`src/hw/rtl/cts_pkg.sv`:
```
// ----------------------------------------------------------------------------
// cts_pkg
// Shared constants, types and constant tables of the chime tone synthesiser.
// ----------------------------------------------------------------------------
package cts_pkg;

	localparam int PITCH_COUNT     = 5;
	localparam int PENDING_DEPTH   = 4;
	localparam int SINE_TABLE_BITS = 10;
	localparam int PHASE_BITS      = 32;

	localparam int PARTIALS    = 3;
	localparam int SEL_W       = 3;
	localparam int CNT_W       = $clog2(PENDING_DEPTH + 1);
	localparam int IDX_W       = (PENDING_DEPTH > 1) ? $clog2(PENDING_DEPTH) : 1;
	localparam int QUEUE_DEPTH = 2;
	localparam int QPTR_W      = $clog2(QUEUE_DEPTH);
	localparam int QCNT_W      = $clog2(QUEUE_DEPTH + 1);

	localparam int SR_W     = 18;
	localparam int MS_W     = 10;
	localparam int ATK_W    = 25;
	localparam int DEC_W    = 24;
	localparam int GAIN_W   = 15;
	localparam int PITCH_W  = 15;
	localparam int SAMPLE_W = 16;
	localparam int FRAME_W  = 18;
	localparam int CFG_ADDR_W = 3;
	localparam int CFG_DATA_W = 25;

	localparam int DEN_W  = 28;
	localparam int DIV_W  = PHASE_BITS + 24;
	localparam int MUL_W  = 32;
	localparam int PROD_W = 64;
	localparam int TONE_W = 33;
	localparam int MAG_W  = 31;
	localparam int ENV_W  = 25;
	localparam int QSUM_W = 24;

	// Division of the frame product by 1000 as a reciprocal multiplication.
	localparam logic [MUL_W-1:0]   LEN_RECIP  = 32'd274877907;
	localparam int                 LEN_SHIFT  = 38;

	localparam logic [FRAME_W-1:0] MAX_FRAMES = {FRAME_W{1'b1}};
	localparam logic [DEN_W-1:0]   MS_PER_S   = DEN_W'(1000);
	localparam logic [ATK_W-1:0]   ONE_Q24    = ATK_W'(1) << 24;
	localparam logic [DEC_W-1:0]   DECAY_FULL = {DEC_W{1'b1}};

	localparam int QBITS = SINE_TABLE_BITS - 2;
	localparam int QTR   = 1 << QBITS;

	typedef struct packed {
		logic [SR_W-1:0]   sample_rate;
		logic [MS_W-1:0]   length_ms;
		logic [ATK_W-1:0]  attack_step;
		logic [DEC_W-1:0]  decay_factor;
		logic [GAIN_W-1:0] output_gain;
	} cfg_t;

	typedef enum logic [CFG_ADDR_W-1:0] {
		CFG_SAMPLE_RATE,
		CFG_LENGTH_MS,
		CFG_ATTACK_STEP,
		CFG_DECAY_FACTOR,
		CFG_OUTPUT_GAIN
	} cfg_idx_t;

	typedef enum logic {
		CMD_TICK,
		CMD_PLAY
	} cmd_t;

	typedef struct packed {
		cmd_t             cmd;
		logic [SEL_W-1:0] sel;
	} item_t;

	typedef enum logic [4:0] {
		ST_IDLE,
		ST_LEN_MUL,
		ST_LEN_DIV,
		ST_LEN_WAIT,
		ST_Q_MUL,
		ST_Q_CHK,
		ST_DEN_MUL,
		ST_DEN_REG,
		ST_NUM_MUL,
		ST_INC_DIV,
		ST_INC_WAIT,
		ST_START,
		ST_T_SIN,
		ST_T_MUL,
		ST_T_ACC,
		ST_T_ENV,
		ST_T_ENVR,
		ST_T_M1,
		ST_T_M1R,
		ST_T_M2,
		ST_T_OUT,
		ST_T_DEC,
		ST_T_UPD,
		ST_EMIT,
		ST_POP
	} state_t;

	function automatic logic [10:0] pitch_of(input logic [SEL_W-1:0] sel);
		case (sel)
			3'd0: return 11'd1640;
			3'd1: return 11'd1710;
			3'd2: return 11'd1780;
			3'd3: return 11'd1840;
			default: return 11'd1870;
		endcase
	endfunction

	function automatic logic [11:0] ratio_of(input logic [1:0] k);
		case (k)
			2'd0: return 12'd1000;
			2'd1: return 12'd1487;
			default: return 12'd2319;
		endcase
	endfunction

	function automatic logic [14:0] weight_of(input logic [1:0] k);
		case (k)
			2'd0: return 15'd18022;
			2'd1: return 15'd9175;
			default: return 15'd5571;
		endcase
	endfunction

	function automatic logic [PHASE_BITS-1:0] offset_of(input logic [1:0] k);
		logic [31:0] full;
		case (k)
			2'd0: full = 32'd0;
			2'd1: full = 32'd211905235;
			default: full = 32'd526345262;
		endcase
		full = full >> (32 - PHASE_BITS);
		return full[PHASE_BITS-1:0];
	endfunction

	// Quarter-wave sine in Q15 from an odd polynomial, rounded and capped.
	function automatic logic [14:0] sine_calc(input int unsigned pos);
		logic [63:0] u;
		logic [63:0] u2;
		logic [63:0] t;
		logic [63:0] s;
		logic [63:0] v;
		u  = 64'(pos) << (30 - QBITS);
		u2 = (u * u) >> 30;
		t  = 64'd85566056 - ((u2 * 64'd5018337) >> 30);
		t  = 64'd693598242 - ((u2 * t) >> 30);
		t  = 64'd1686629713 - ((u2 * t) >> 30);
		s  = (u * t) >> 30;
		v  = (s + 64'd16384) >> 15;
		if (v > 64'd32767)
			v = 64'd32767;
		return v[14:0];
	endfunction

	typedef logic [14:0] qtr_tab_t [QTR];

	function automatic qtr_tab_t build_qtr();
		qtr_tab_t tab;
		for (int i = 0; i < QTR; i++)
			tab[i] = sine_calc(i);
		return tab;
	endfunction

	localparam qtr_tab_t    SINE_QTR  = build_qtr();
	localparam logic [14:0] SINE_PEAK = sine_calc(QTR);

endpackage

```
`src/hw/rtl/chime_tone_synthesizer_unit.sv`:
```
// ----------------------------------------------------------------------------
// chime_tone_synthesizer_unit
// Three-partial chime synthesiser with attack and decay envelope.
// ----------------------------------------------------------------------------
// Channel   Dir  tdata                     tuser         tlast
// s_        in   [14:0] pitch_hz           cmd           -
// m_        out  [15:0] sample             playing       chime_done
// cfg_      in   we, addr (register), wdata (up to 25 bits)
//
// During a chime, the back runs a sample beat through the steps of the three
// partials and the envelope on the shared multiplier; while idle it sends a
// sample beat straight to the output. A play beat that starts a chime runs
// the three divisions for the phase increments, and so does a sample beat
// that ends a chime with one pending. A beat passes the front register and
// then the queue before the back sees it.
// Reset clears all control state; the result register holds a beat under stall
// while the front and its queue go on taking beats until the queue fills.
module chime_tone_synthesizer_unit (
	input  logic                           clk,
	input  logic                           arst_n,
	input  logic                           s_tvalid,
	output logic                           s_tready,
	input  logic [15:0]                    s_tdata,   // [14:0] pitch_hz
	input  logic                           s_tuser,   // [0] cmd
	output logic                           m_tvalid,
	input  logic                           m_tready,
	output logic [cts_pkg::SAMPLE_W-1:0]   m_tdata,   // [15:0] sample
	output logic                           m_tuser,   // [0] playing
	output logic                           m_tlast,
	input  logic                           cfg_we,
	input  logic [cts_pkg::CFG_ADDR_W-1:0] cfg_addr,
	input  logic [cts_pkg::CFG_DATA_W-1:0] cfg_wdata
);
	import cts_pkg::*;

	cfg_t  cfg_q;
	logic  f_valid;
	logic  f_ready;
	item_t f_item;
	logic  b_valid;
	logic  b_ready;
	item_t b_item;

	always_ff @(posedge clk or negedge arst_n) begin
		if (!arst_n) begin
			cfg_q.sample_rate  <= SR_W'(48000);
			cfg_q.length_ms    <= MS_W'(115);
			cfg_q.attack_step  <= ATK_W'(332049);
			cfg_q.decay_factor <= DEC_W'(16766384);
			cfg_q.output_gain  <= GAIN_W'(5200);
		end else if (cfg_we) begin
			case (cfg_idx_t'(cfg_addr))
				CFG_SAMPLE_RATE:  cfg_q.sample_rate  <= cfg_wdata[SR_W-1:0];
				CFG_LENGTH_MS:    cfg_q.length_ms    <= cfg_wdata[MS_W-1:0];
				CFG_ATTACK_STEP:  cfg_q.attack_step  <= cfg_wdata[ATK_W-1:0];
				CFG_DECAY_FACTOR: cfg_q.decay_factor <= cfg_wdata[DEC_W-1:0];
				CFG_OUTPUT_GAIN:  cfg_q.output_gain  <= cfg_wdata[GAIN_W-1:0];
				default: cfg_q <= cfg_q;
			endcase
		end
	end

	cts_front u_front (
		.clk        (clk),
		.arst_n     (arst_n),
		.in_valid   (s_tvalid),
		.in_ready   (s_tready),
		.in_cmd     (s_tuser),
		.in_pitch   (s_tdata[PITCH_W-1:0]),
		.item_valid (f_valid),
		.item_ready (f_ready),
		.item       (f_item)
	);

	cts_fifo u_fifo (
		.clk       (clk),
		.arst_n    (arst_n),
		.in_valid  (f_valid),
		.in_ready  (f_ready),
		.in_item   (f_item),
		.out_valid (b_valid),
		.out_ready (b_ready),
		.out_item  (b_item)
	);

	cts_back u_back (
		.clk         (clk),
		.arst_n      (arst_n),
		.cfg         (cfg_q),
		.item_valid  (b_valid),
		.item_ready  (b_ready),
		.item        (b_item),
		.out_valid   (m_tvalid),
		.out_ready   (m_tready),
		.out_sample  (m_tdata),
		.out_playing (m_tuser),
		.out_done    (m_tlast)
	);

endmodule

```
`src/hw/rtl/cts_front.sv`:
```
// ----------------------------------------------------------------------------
// cts_front
// Takes command beats, picks the nearest chime pitch and hands items on.
// ----------------------------------------------------------------------------
module cts_front (
	input  logic                        clk,
	input  logic                        arst_n,
	input  logic                        in_valid,
	output logic                        in_ready,
	input  logic                        in_cmd,
	input  logic [cts_pkg::PITCH_W-1:0] in_pitch,
	output logic                        item_valid,
	input  logic                        item_ready,
	output cts_pkg::item_t              item
);
	import cts_pkg::*;

	logic             valid_s1;
	item_t            item_s1;
	logic [SEL_W-1:0] sel;
	logic [PITCH_W-1:0] best_d;
	logic [PITCH_W-1:0] d;
	logic [PITCH_W-1:0] ref_p;

	always_comb begin
		ref_p  = PITCH_W'(pitch_of('0));
		best_d = (ref_p > in_pitch) ? ref_p - in_pitch : in_pitch - ref_p;
		sel    = '0;
		d      = best_d;
		for (int i = 1; i < PITCH_COUNT; i++) begin
			ref_p = PITCH_W'(pitch_of(SEL_W'(i)));
			d     = (ref_p > in_pitch) ? ref_p - in_pitch : in_pitch - ref_p;
			if (d < best_d) begin
				best_d = d;
				sel    = SEL_W'(i);
			end
		end
	end

	assign in_ready   = !valid_s1 || item_ready;
	assign item_valid = valid_s1;
	assign item       = item_s1;

	always_ff @(posedge clk or negedge arst_n) begin
		if (!arst_n) begin
			valid_s1 <= 1'b0;
		end else if (in_ready) begin
			valid_s1 <= in_valid;
		end
	end

	always_ff @(posedge clk) begin
		if (in_ready && in_valid) begin
			item_s1.cmd <= in_cmd ? CMD_PLAY : CMD_TICK;
			item_s1.sel <= sel;
		end
	end

endmodule

```
`src/hw/rtl/cts_fifo.sv`:
```
// ----------------------------------------------------------------------------
// cts_fifo
// Short item queue between the front and the back of the synthesiser.
// ----------------------------------------------------------------------------
module cts_fifo (
	input  logic           clk,
	input  logic           arst_n,
	input  logic           in_valid,
	output logic           in_ready,
	input  cts_pkg::item_t in_item,
	output logic           out_valid,
	input  logic           out_ready,
	output cts_pkg::item_t out_item
);
	import cts_pkg::*;

	item_t              mem_q [QUEUE_DEPTH];
	logic [QPTR_W-1:0]  wptr_q;
	logic [QPTR_W-1:0]  rptr_q;
	logic [QCNT_W-1:0]  count_q;
	logic               push;
	logic               pop;

	assign in_ready  = count_q != QCNT_W'(QUEUE_DEPTH);
	assign out_valid = count_q != '0;
	assign out_item  = mem_q[rptr_q];
	assign push      = in_valid && in_ready;
	assign pop       = out_valid && out_ready;

	always_ff @(posedge clk or negedge arst_n) begin
		if (!arst_n) begin
			wptr_q  <= '0;
			rptr_q  <= '0;
			count_q <= '0;
		end else begin
			if (push)
				wptr_q <= wptr_q + 1'b1;
			if (pop)
				rptr_q <= rptr_q + 1'b1;
			if (push && !pop)
				count_q <= count_q + 1'b1;
			else if (pop && !push)
				count_q <= count_q - 1'b1;
		end
	end

	always_ff @(posedge clk) begin
		if (push)
			mem_q[wptr_q] <= in_item;
	end

endmodule

```
`src/hw/rtl/cts_div.sv`:
```
// ----------------------------------------------------------------------------
// cts_div
// Restoring divider, one quotient bit per cycle.
// ----------------------------------------------------------------------------
module cts_div (
	input  logic                      clk,
	input  logic                      arst_n,
	input  logic                      start,
	input  logic [cts_pkg::DIV_W-1:0] dividend,
	input  logic [cts_pkg::DEN_W-1:0] divisor,
	output logic                      done,
	output logic [cts_pkg::DIV_W-1:0] quotient
);
	import cts_pkg::*;

	localparam int CNT_BITS = $clog2(DIV_W);

	logic                busy_q;
	logic                done_q;
	logic [CNT_BITS-1:0] cnt_q;
	logic [DEN_W-1:0]    rem_q;
	logic [DIV_W-1:0]    quo_q;
	logic [DEN_W-1:0]    dsr_q;
	logic [DEN_W:0]      rem_sh;
	logic [DEN_W:0]      diff;
	logic                ge;

	assign rem_sh   = {rem_q, quo_q[DIV_W-1]};
	assign ge       = rem_sh >= {1'b0, dsr_q};
	assign diff     = rem_sh - {1'b0, dsr_q};
	assign done     = done_q;
	assign quotient = quo_q;

	always_ff @(posedge clk or negedge arst_n) begin
		if (!arst_n) begin
			busy_q <= 1'b0;
			done_q <= 1'b0;
			cnt_q  <= '0;
		end else if (start) begin
			busy_q <= 1'b1;
			done_q <= 1'b0;
			cnt_q  <= '0;
		end else if (busy_q) begin
			cnt_q <= cnt_q + 1'b1;
			if (cnt_q == CNT_BITS'(DIV_W - 1)) begin
				busy_q <= 1'b0;
				done_q <= 1'b1;
			end
		end else begin
			done_q <= 1'b0;
		end
	end

	always_ff @(posedge clk) begin
		if (start) begin
			rem_q <= '0;
			quo_q <= dividend;
			dsr_q <= divisor;
		end else if (busy_q) begin
			rem_q <= ge ? diff[DEN_W-1:0] : rem_sh[DEN_W-1:0];
			quo_q <= {quo_q[DIV_W-2:0], ge};
		end
	end

endmodule

```
`src/hw/rtl/cts_back.sv`:
```
// ----------------------------------------------------------------------------
// cts_back
// Sequencer that runs play and tick items over a shared multiplier and divider.
// ----------------------------------------------------------------------------
module cts_back (
	input  logic                         clk,
	input  logic                         arst_n,
	input  cts_pkg::cfg_t                cfg,
	input  logic                         item_valid,
	output logic                         item_ready,
	input  cts_pkg::item_t               item,
	output logic                         out_valid,
	input  logic                         out_ready,
	output logic [cts_pkg::SAMPLE_W-1:0] out_sample,
	output logic                         out_playing,
	output logic                         out_done
);
	import cts_pkg::*;

	state_t state_q;
	state_t state_d;

	logic                   active_q;
	logic                   pop_q;
	logic [1:0]             k_q;
	logic [CNT_W-1:0]       pend_cnt_q;
	logic [SEL_W-1:0]       pend_q [PENDING_DEPTH];
	logic [SEL_W-1:0]       sel_q;
	logic [FRAME_W-1:0]     frames_q;
	logic [DEN_W-1:0]       den_q;
	logic [PHASE_BITS-1:0]  phase_q [PARTIALS];
	logic [PHASE_BITS-1:0]  inc_q [PARTIALS];
	logic [ATK_W-1:0]       attack_q;
	logic [DEC_W-1:0]       decay_q;
	logic [FRAME_W-1:0]     frame_q;
	logic [FRAME_W-1:0]     chime_frames_q;
	logic [14:0]            sin_q;
	logic                   sin_neg_q;
	logic signed [TONE_W-1:0] tone_q;
	logic [MAG_W-1:0]       mag_q;
	logic [ENV_W-1:0]       env_q;
	logic [MAG_W-1:0]       m1_q;
	logic [PROD_W-1:0]      prod_q;
	logic [SAMPLE_W-1:0]    res_sample_q;
	logic                   res_play_q;
	logic                   res_done_q;
	logic                   out_valid_q;
	logic [SAMPLE_W-1:0]    out_sample_q;
	logic                   out_play_q;
	logic                   out_done_q;

	logic [MUL_W-1:0]       mul_a;
	logic [MUL_W-1:0]       mul_b;
	logic                   div_start;
	logic [DIV_W-1:0]       div_dividend;
	logic [DEN_W-1:0]       div_divisor;
	logic                   div_done;
	logic [DIV_W-1:0]       div_quo;

	logic                   take;
	logic                   emit_fire;
	logic [FRAME_W-1:0]     frames_w;
	logic [FRAME_W-1:0]     left_w;
	logic [QSUM_W-1:0]      queued_w;
	logic                   drop_w;
	logic                   push_w;
	logic                   done_w;
	logic                   last_k;
	logic                   sr_zero;
	logic [PHASE_BITS-1:0]  phase_sel;
	logic [SINE_TABLE_BITS-1:0] sidx;
	logic [QBITS-1:0]       sr_r;
	logic [QBITS-1:0]       sr_mir;
	logic [14:0]            sin_w;
	logic [PROD_W-1:0]      rnd23;
	logic [PROD_W-1:0]      rnd29;
	logic [17:0]            m2_w;
	logic [17:0]            cap_w;
	logic [17:0]            m2c_w;
	logic [17:0]            m2n_w;
	logic                   neg_w;
	logic [ATK_W:0]         atk_sum;

	cts_div u_div (
		.clk      (clk),
		.arst_n   (arst_n),
		.start    (div_start),
		.dividend (div_dividend),
		.divisor  (div_divisor),
		.done     (div_done),
		.quotient (div_quo)
	);

	assign take      = (state_q == ST_IDLE) && item_valid;
	assign emit_fire = (state_q == ST_EMIT) && (!out_valid_q || out_ready);
	assign last_k    = k_q == 2'(PARTIALS - 1);
	assign sr_zero   = cfg.sample_rate == '0;

	assign frames_w = (prod_q[PROD_W-1:LEN_SHIFT+FRAME_W] != '0) ? MAX_FRAMES
		: prod_q[LEN_SHIFT+FRAME_W-1:LEN_SHIFT];
	assign left_w   = (chime_frames_q > frame_q) ? chime_frames_q - frame_q : '0;
	assign queued_w = QSUM_W'(left_w) + prod_q[QSUM_W-1:0];
	assign drop_w   = active_q && (queued_w > QSUM_W'(cfg.sample_rate >> 3));
	assign push_w   = (frames_q != '0) && active_q && !drop_w
		&& (pend_cnt_q < CNT_W'(PENDING_DEPTH));
	assign done_w   = ({1'b0, frame_q} + 1'b1) >= {1'b0, chime_frames_q};

	assign phase_sel = phase_q[k_q];
	assign sidx      = phase_sel[PHASE_BITS-1 -: SINE_TABLE_BITS];
	assign sr_r      = sidx[QBITS-1:0];
	assign sr_mir    = -sr_r;

	always_comb begin
		if (sidx[QBITS]) begin
			sin_w = (sr_r == '0) ? SINE_PEAK : SINE_QTR[sr_mir];
		end else begin
			sin_w = SINE_QTR[sr_r];
		end
	end

	assign rnd23   = prod_q + (PROD_W'(1) << 23);
	assign rnd29   = prod_q + (PROD_W'(1) << 29);
	assign m2_w    = rnd29[47:30];
	assign neg_w   = tone_q[TONE_W-1];
	assign cap_w   = neg_w ? 18'd32768 : 18'd32767;
	assign m2c_w   = (m2_w > cap_w) ? cap_w : m2_w;
	assign m2n_w   = -m2c_w;
	assign atk_sum = {1'b0, attack_q} + {1'b0, cfg.attack_step};

	always_comb begin
		state_d = state_q;
		case (state_q)
			ST_IDLE: begin
				if (item_valid) begin
					if (item.cmd == CMD_PLAY)
						state_d = ST_LEN_MUL;
					else if (active_q)
						state_d = ST_T_SIN;
					else
						state_d = ST_EMIT;
				end
			end
			ST_LEN_MUL: state_d = ST_LEN_DIV;
			ST_LEN_DIV: state_d = ST_LEN_WAIT;
			ST_LEN_WAIT: begin
				if (!pop_q)
					state_d = ST_Q_MUL;
				else if (frames_w == '0)
					state_d = ST_IDLE;
				else
					state_d = ST_DEN_MUL;
			end
			ST_Q_MUL: state_d = ST_Q_CHK;
			ST_Q_CHK: begin
				if (frames_q == '0)
					state_d = ST_IDLE;
				else if (!active_q || drop_w)
					state_d = ST_DEN_MUL;
				else
					state_d = ST_IDLE;
			end
			ST_DEN_MUL: state_d = ST_DEN_REG;
			ST_DEN_REG: state_d = ST_NUM_MUL;
			ST_NUM_MUL: state_d = ST_INC_DIV;
			ST_INC_DIV: begin
				if (!sr_zero)
					state_d = ST_INC_WAIT;
				else if (last_k)
					state_d = ST_START;
				else
					state_d = ST_NUM_MUL;
			end
			ST_INC_WAIT: begin
				if (div_done)
					state_d = last_k ? ST_START : ST_NUM_MUL;
			end
			ST_START: state_d = ST_IDLE;
			ST_T_SIN: state_d = ST_T_MUL;
			ST_T_MUL: state_d = ST_T_ACC;
			ST_T_ACC: state_d = last_k ? ST_T_ENV : ST_T_SIN;
			ST_T_ENV: state_d = ST_T_ENVR;
			ST_T_ENVR: state_d = ST_T_M1;
			ST_T_M1: state_d = ST_T_M1R;
			ST_T_M1R: state_d = ST_T_M2;
			ST_T_M2: state_d = ST_T_OUT;
			ST_T_OUT: state_d = ST_T_DEC;
			ST_T_DEC: state_d = ST_T_UPD;
			ST_T_UPD: state_d = ST_EMIT;
			ST_EMIT: begin
				if (emit_fire)
					state_d = (res_done_q && pend_cnt_q != '0) ? ST_POP : ST_IDLE;
			end
			ST_POP: state_d = ST_LEN_MUL;
			default: state_d = ST_IDLE;
		endcase
	end

	always_comb begin
		item_ready   = state_q == ST_IDLE;
		mul_a        = '0;
		mul_b        = '0;
		div_start    = 1'b0;
		div_dividend = '0;
		div_divisor  = '0;
		case (state_q)
			ST_LEN_MUL: begin
				mul_a = MUL_W'(cfg.sample_rate);
				mul_b = MUL_W'(cfg.length_ms);
			end
			ST_LEN_DIV: begin
				mul_a = MUL_W'(prod_q[DEN_W-1:0]);
				mul_b = LEN_RECIP;
			end
			ST_Q_MUL: begin
				mul_a = MUL_W'(pend_cnt_q);
				mul_b = MUL_W'(frames_q);
			end
			ST_DEN_MUL: begin
				mul_a = MUL_W'(cfg.sample_rate);
				mul_b = MUL_W'(MS_PER_S);
			end
			ST_NUM_MUL: begin
				mul_a = MUL_W'(pitch_of(sel_q));
				mul_b = MUL_W'(ratio_of(k_q));
			end
			ST_INC_DIV: begin
				div_start    = !sr_zero;
				div_dividend = (DIV_W'(prod_q[22:0]) << PHASE_BITS)
					+ DIV_W'(den_q[DEN_W-1:1]);
				div_divisor  = den_q;
			end
			ST_T_MUL: begin
				mul_a = MUL_W'(weight_of(k_q));
				mul_b = MUL_W'(sin_q);
			end
			ST_T_ENV: begin
				mul_a = MUL_W'(attack_q);
				mul_b = MUL_W'(decay_q);
			end
			ST_T_M1: begin
				mul_a = MUL_W'(mag_q);
				mul_b = MUL_W'(env_q);
			end
			ST_T_M2: begin
				mul_a = MUL_W'(m1_q);
				mul_b = MUL_W'(cfg.output_gain);
			end
			ST_T_DEC: begin
				mul_a = MUL_W'(decay_q);
				mul_b = MUL_W'(cfg.decay_factor);
			end
			default: begin
				mul_a = '0;
			end
		endcase
	end

	always_ff @(posedge clk or negedge arst_n) begin
		if (!arst_n) begin
			state_q     <= ST_IDLE;
			active_q    <= 1'b0;
			pop_q       <= 1'b0;
			k_q         <= '0;
			pend_cnt_q  <= '0;
			out_valid_q <= 1'b0;
		end else begin
			state_q <= state_d;
			if (emit_fire)
				out_valid_q <= 1'b1;
			else if (out_ready)
				out_valid_q <= 1'b0;
			case (state_q)
				ST_IDLE: begin
					if (take) begin
						pop_q <= 1'b0;
						k_q   <= '0;
					end
				end
				ST_POP: begin
					pop_q      <= 1'b1;
					pend_cnt_q <= pend_cnt_q - 1'b1;
				end
				ST_LEN_WAIT: begin
					if (pop_q && frames_w == '0)
						pend_cnt_q <= '0;
				end
				ST_Q_CHK: begin
					if (drop_w) begin
						active_q   <= 1'b0;
						pend_cnt_q <= '0;
					end else if (push_w) begin
						pend_cnt_q <= pend_cnt_q + 1'b1;
					end
				end
				ST_DEN_MUL: k_q <= '0;
				ST_INC_DIV: begin
					if (sr_zero)
						k_q <= k_q + 1'b1;
				end
				ST_INC_WAIT: begin
					if (div_done)
						k_q <= k_q + 1'b1;
				end
				ST_START: active_q <= 1'b1;
				ST_T_ACC: k_q <= k_q + 1'b1;
				ST_T_UPD: begin
					if (done_w)
						active_q <= 1'b0;
				end
				default: begin
					pop_q <= pop_q;
				end
			endcase
		end
	end

	always_ff @(posedge clk) begin
		prod_q <= mul_a * mul_b;
		if (emit_fire) begin
			out_sample_q <= res_sample_q;
			out_play_q   <= res_play_q;
			out_done_q   <= res_done_q;
		end
		case (state_q)
			ST_IDLE: begin
				if (take) begin
					sel_q        <= item.sel;
					tone_q       <= '0;
					res_sample_q <= '0;
					res_play_q   <= 1'b0;
					res_done_q   <= 1'b0;
				end
			end
			ST_POP: begin
				sel_q <= pend_q[0];
				for (int i = 0; i < PENDING_DEPTH - 1; i++)
					pend_q[i] <= pend_q[i+1];
			end
			ST_LEN_WAIT: frames_q <= frames_w;
			ST_Q_CHK: begin
				for (int i = 0; i < PENDING_DEPTH; i++) begin
					if (push_w && pend_cnt_q[IDX_W-1:0] == IDX_W'(i))
						pend_q[i] <= sel_q;
				end
			end
			ST_DEN_REG: den_q <= prod_q[DEN_W-1:0];
			ST_INC_DIV: begin
				if (sr_zero)
					inc_q[k_q] <= '0;
			end
			ST_INC_WAIT: begin
				if (div_done)
					inc_q[k_q] <= div_quo[PHASE_BITS-1:0];
			end
			ST_START: begin
				for (int i = 0; i < PARTIALS; i++)
					phase_q[i] <= offset_of(2'(i));
				attack_q       <= '0;
				decay_q        <= DECAY_FULL;
				frame_q        <= '0;
				chime_frames_q <= frames_q;
			end
			ST_T_SIN: begin
				sin_q     <= sin_w;
				sin_neg_q <= sidx[SINE_TABLE_BITS-1];
			end
			ST_T_ACC: begin
				if (sin_neg_q)
					tone_q <= tone_q - TONE_W'(prod_q[29:0]);
				else
					tone_q <= tone_q + TONE_W'(prod_q[29:0]);
			end
			ST_T_ENVR: begin
				env_q <= rnd23[48:24];
				mag_q <= neg_w ? MAG_W'(-tone_q) : MAG_W'(tone_q);
			end
			ST_T_M1R: m1_q <= rnd23[54:24];
			ST_T_OUT: begin
				res_sample_q <= neg_w ? m2n_w[SAMPLE_W-1:0] : m2c_w[SAMPLE_W-1:0];
				res_play_q   <= 1'b1;
				res_done_q   <= done_w;
			end
			ST_T_UPD: begin
				decay_q <= rnd23[47:24];
				for (int i = 0; i < PARTIALS; i++)
					phase_q[i] <= phase_q[i] + inc_q[i];
				attack_q <= (atk_sum > {1'b0, ONE_Q24}) ? ONE_Q24 : atk_sum[ATK_W-1:0];
				frame_q  <= frame_q + 1'b1;
			end
			default: begin
				sel_q <= sel_q;
			end
		endcase
	end

	assign out_valid   = out_valid_q;
	assign out_sample  = out_sample_q;
	assign out_playing = out_play_q;
	assign out_done    = out_done_q;

endmodule

```
`config.mk`:
```
export PLATFORM = sky130hd
export DESIGN_NAME = chime_tone_synthesizer_unit
export DESIGN_NICKNAME = d
export VERILOG_FILES = /design/src/hw/rtl/cts_pkg.sv /design/src/hw/rtl/chime_tone_synthesizer_unit.sv /design/src/hw/rtl/cts_front.sv /design/src/hw/rtl/cts_fifo.sv /design/src/hw/rtl/cts_div.sv /design/src/hw/rtl/cts_back.sv
export SDC_FILE = /design/constraint.sdc
export NUM_CORES = 2
export LEC_CHECK = 0
export ABC_CLOCK_PERIOD_IN_PS = 16900
export BUFFER_PORTS_ARGS = -buffer_cell sky130_fd_sc_hd__buf_2
export CAP_MARGIN = 20
export CORE_MARGIN = 3
export CORE_UTILIZATION = 48
export DETAILED_ROUTE_END_ITERATION = 10
export PLACE_DENSITY = 0.64
export SYNTH_ARGS = -nofsm -noshare
export SYNTH_HDL_FRONTEND = slang
export SYNTH_SLANG_ARGS = --single-unit
```
`constraint.sdc`:
```
create_clock -name clk -period 16.9 [get_ports clk]
set_input_delay 0.845 -clock clk [delete_from_list [all_inputs] [get_ports clk]]
set_output_delay 0.845 -clock clk [all_outputs]
set_load 0.02 [all_outputs]
```
==> summary.md <==
* **status** finished, final reports clean
* **number of vias in the routed layout** 72100
* **clock net sink count** 812
* **clock input transition at the sequential cells of the worst setup and hold paths** 0.06 ns
* **dominant cell by count in the synthesized netlist** nand2_1
* **endpoint arrival time on the critical path** 13.21 ns
* **category of the most critical setup path** flip-flop to flip-flop
* **proportion of netlist area held by the largest area contributor** 21.8%
* **headroom to the max-slew limit** 22.8%
* **transition at the pin with the smallest max-transition slack** 1.16 ns
* **post-synthesis simple-gate area fraction** 15.4%
* **launching instance or port of the critical path** u_back.state_q[3]
* **global-route wire length before repair** 439000 um
* **total die area** 0.179 mm^2
* **leakage power of the design** 38.9 nW
* **mapped cell area** 0.0837 mm^2
* **number of max-slew violations in the final report** 0
* **synthesized-area fraction occupied by adder cells** 27.1%
* **width of the die** 423 um
* **number of buffers inserted for hold repair after clock tree synthesis** 0
* **pin count of the biggest net entering global routing** 87
* **site row count** 152
* **TritonCTS Buffers** 85
* **post-synthesis sequential element count** 812
* **overall routed net length** 295000 um
* **sequential-to-total area share from yosys stat** 27.4%
* **number of global-route vias before repair** 69600
* **complex-gate fraction of the synthesized area** 16.2%
* **count of endpoints failing hold in the final timing report** 0
* **Synth cell types** 107
* **number of buffers on the longest clock path** 3
* **CTS tree** done
* **maximum operating frequency** 79.3 MHz
* **max-cap violation count** 0
* **Reg2Reg Depth** 32
* **crit-path max cell delay** 0.99 ns
* **setup-violating endpoint count in the final report** 0
* **count of H-tree levels built during CTS** 3
* **initial DRC count** 8465
* **core area** 0.172 mm^2
* **count of input and output buffers** 68
* **library cell appearing most often on the critical path** fa_1
* **unrepaired setup endpoints after global routing** false
* **antenna viol nets, final** 0
* **Crit-path slowest cell** and4_1
* **final worst path period share** 74.6%
* **Global Route Usage Sum** 32.2%
* **Warnings, synthesis** 0
* **crit end category** flip-flop
* **placer congestion estimate** 1.01
* **mux share of post-synthesis cell area** 2.43%
* **fin nets** 10700
* **crit-path max FO** 23
* **antenna violations before repair** 38
* **worst-skew pair later-pin latency** 0.72 ns
* **setup bufs post-CTS** 0
* **Starting Density** 48.5%
* **PostCTS Resize Cnt** 0
* **Root Buffer** clkbuf_16
* **fraction of layout instances using a drive strength above 1** 7.12%
* **detailed-placement wirelength estimate** 221000 um
* **via/cell ratio** 6.20
* **kind of start point of the critical path** flip-flop
* **proportion of synthesized flip-flops having asynchronous set or reset** 14.5%
* **number of placed I/O pins** 70
* **mean post-synth cell area** 8.93 um^2
* **drt pass-1 iters** 7
* **final clock skew** 0.0568 ns
* **Post-route DRC** 0
* **maximum VDD drop** 0.149 mV
* **required time of the worst setup path** 17.50 ns
* **dominant combinational cell family by area after synthesis** adder cells
* **Routed WL per cell** 25.4 um
* **beginning of the worst register-to-register path** u_back.state_q[3]
* **Post-synth top flop** edfxtp_1
* **number of fillers in the final layout** 16000
* **y dimension of the die** 423 um
* **core occupancy in the finished layout** 52.1%
* **parity-gate share of the synthesized area counting xor and xnor cells** 4.32%
* **Period minus WS final** 12.61 ns
* **power density over the cells** 62.8 mW/mm^2
* **post-synthesis to final-layout area growth** 7.38%
* **final total negative setup slack** 0 ns
* **Yosys top cell by area** edfxtp_1
* **classification of the worst-slack hold path** input pin to asynchronous set/reset pin
* **main area contributors after synthesis** edfxtp_1 22%, fa_1 17%, ha_1 10%
* **GR Overflow Total** 0
* **Cells after Synth** 9364
* **most frequent cells after synthesis** 1049 x nand2_1, 1042 x inv_1, 980 x nor2_1
* **number of enable flip-flop cells after synthesis** 606
[sequential cells by signal (all words and copies together) (netlist names), 6 cells and up]
name / count
cfg_q: 92
u_back.attack_q: 25
u_back.chime_frames_q: 18
u_back.decay_q: 24
u_back.den_q: 28
u_back.env_q: 25
u_back.frame_q: 18
u_back.frames_q: 18
u_back.inc_q: 96
u_back.m1_q: 31
u_back.mag_q: 31
u_back.out_sample: 16
u_back.pend_q: 12
u_back.phase_q: 96
u_back.prod_q: 60
u_back.res_sample_q: 16
u_back.sin_q: 15
u_back.tone_q: 33
u_back.u_div.cnt_q: 6
u_back.u_div.dsr_q: 28
u_back.u_div.quotient: 56
u_back.u_div.rem_q: 28
u_fifo.mem_q: 8
[power breakdown]
part | total (mW) | switching (mW) | leakage [nW] | internal, mW
sequential | 2.35 | 0.0885 | 7.43 | 2.26
combinational | 1.37 | 0.782 | 30.1 | 0.587
clock | 1.92 | 0.863 | 1.38 | 1.06
[final timing paths]
check / slack (ns) / end
setup / recovery: 4.29 / u_back.prod_q[57]
hold / removal: 0.14 / u_back.u_div.cnt_q[4]
setup reg to reg: 4.29 / u_back.prod_q[57]
hold reg to reg: 0.42 / u_back.out_sample[1]
max in group asynchronous: 15.42 / u_back.state_q[2]
min in group clk: 0.39 / cfg_q[87]
[routing by layer]
metal  vias up  global-route usage, %  share of wire (%)
li1      31900                      -                  -
met1     35500                   44.0                 40
met2      3915                   47.3                 43
met3       761                   7.64                 11
met4         6                   17.5                6.2
met5         -                      0              0.014
[per-stage QoR]
stage	hold slack [ns]	instances	cell area, um^2	setup WS (ns)	total power [mW]
global route	0.149	11600	89800	3.87	5.93
floorplan	0.400	9366	83700	6.05	3.41
CTS	0.143	11600	89700	4.67	5.66
detailed placement	0.406	11400	86800	4.45	3.74
global placement	0.407	11400	86800	4.44	3.71
finish	0.143	11600	89800	4.29	5.65
[cell families after synthesis]
kind of cell	after synthesis
adder cells (fa/ha/maj)	1393
XOR/XNOR	413
other	1
AO/OA/AOI/OAI	2092
AND/OR/NAND/NOR	2898
multiplexers	189
flip-flops	812
buffers and inverters	1566
[critical path, delay by kind of cell (launching register included)]
family,cells,cell delay (ns)
xor+xnor,1,0.16
fa+ha+maj,9,4.49
compound gates,9,3.73
simple gates,7,2.65
flops,1,0.68
buf+inv,6,0.76
[cell usage in the layout (no fill, tap or decap), types with 39 or more instances in the layout]
cell,count
dfrtp_1,79
clkbuf_16,90
nor2b_1,58
ha_1,691
nand2b_1,98
and2_1,98
a221oi_1,48
xnor2_1,282
inv_1,1037
mux2_2,93
edfxtp_1,606
fa_1,699
a21o_1,148
o311ai_0,39
mux2i_1,94
xor2_1,124
a21oi_1,556
buf_2,67
nand2_1,1049
o21a_1,83
o21ai_0,490
nand3_1,124
dfxtp_1,88
buf_4,204
o211ai_1,86
or3_1,39
nor3_1,153
nand4_1,62
nor2_1,973
a211oi_1,114
and3_1,93
a31oi_1,86
[layout make-up]
| type | instances | area [um^2] | share of cell area [%] |
|---|---|---|---|
| multi-input combinational | 6988 | 55100 | 61.4 |
| sequential | 812 | 23000 | 25.6 |
| inverter | 1050 | 3940 | 4.39 |
| tap | 2310 | 2890 | 3.22 |
| clock buffer | 111 | 2360 | 2.63 |
| timing repair buffer | 277 | 2000 | 2.22 |
| clock inverter | 49 | 468 | 0.521 |
| antenna | 26 | 65.1 | 0.0724 |
No activity file was read; power rests on OpenSTA's default activity.
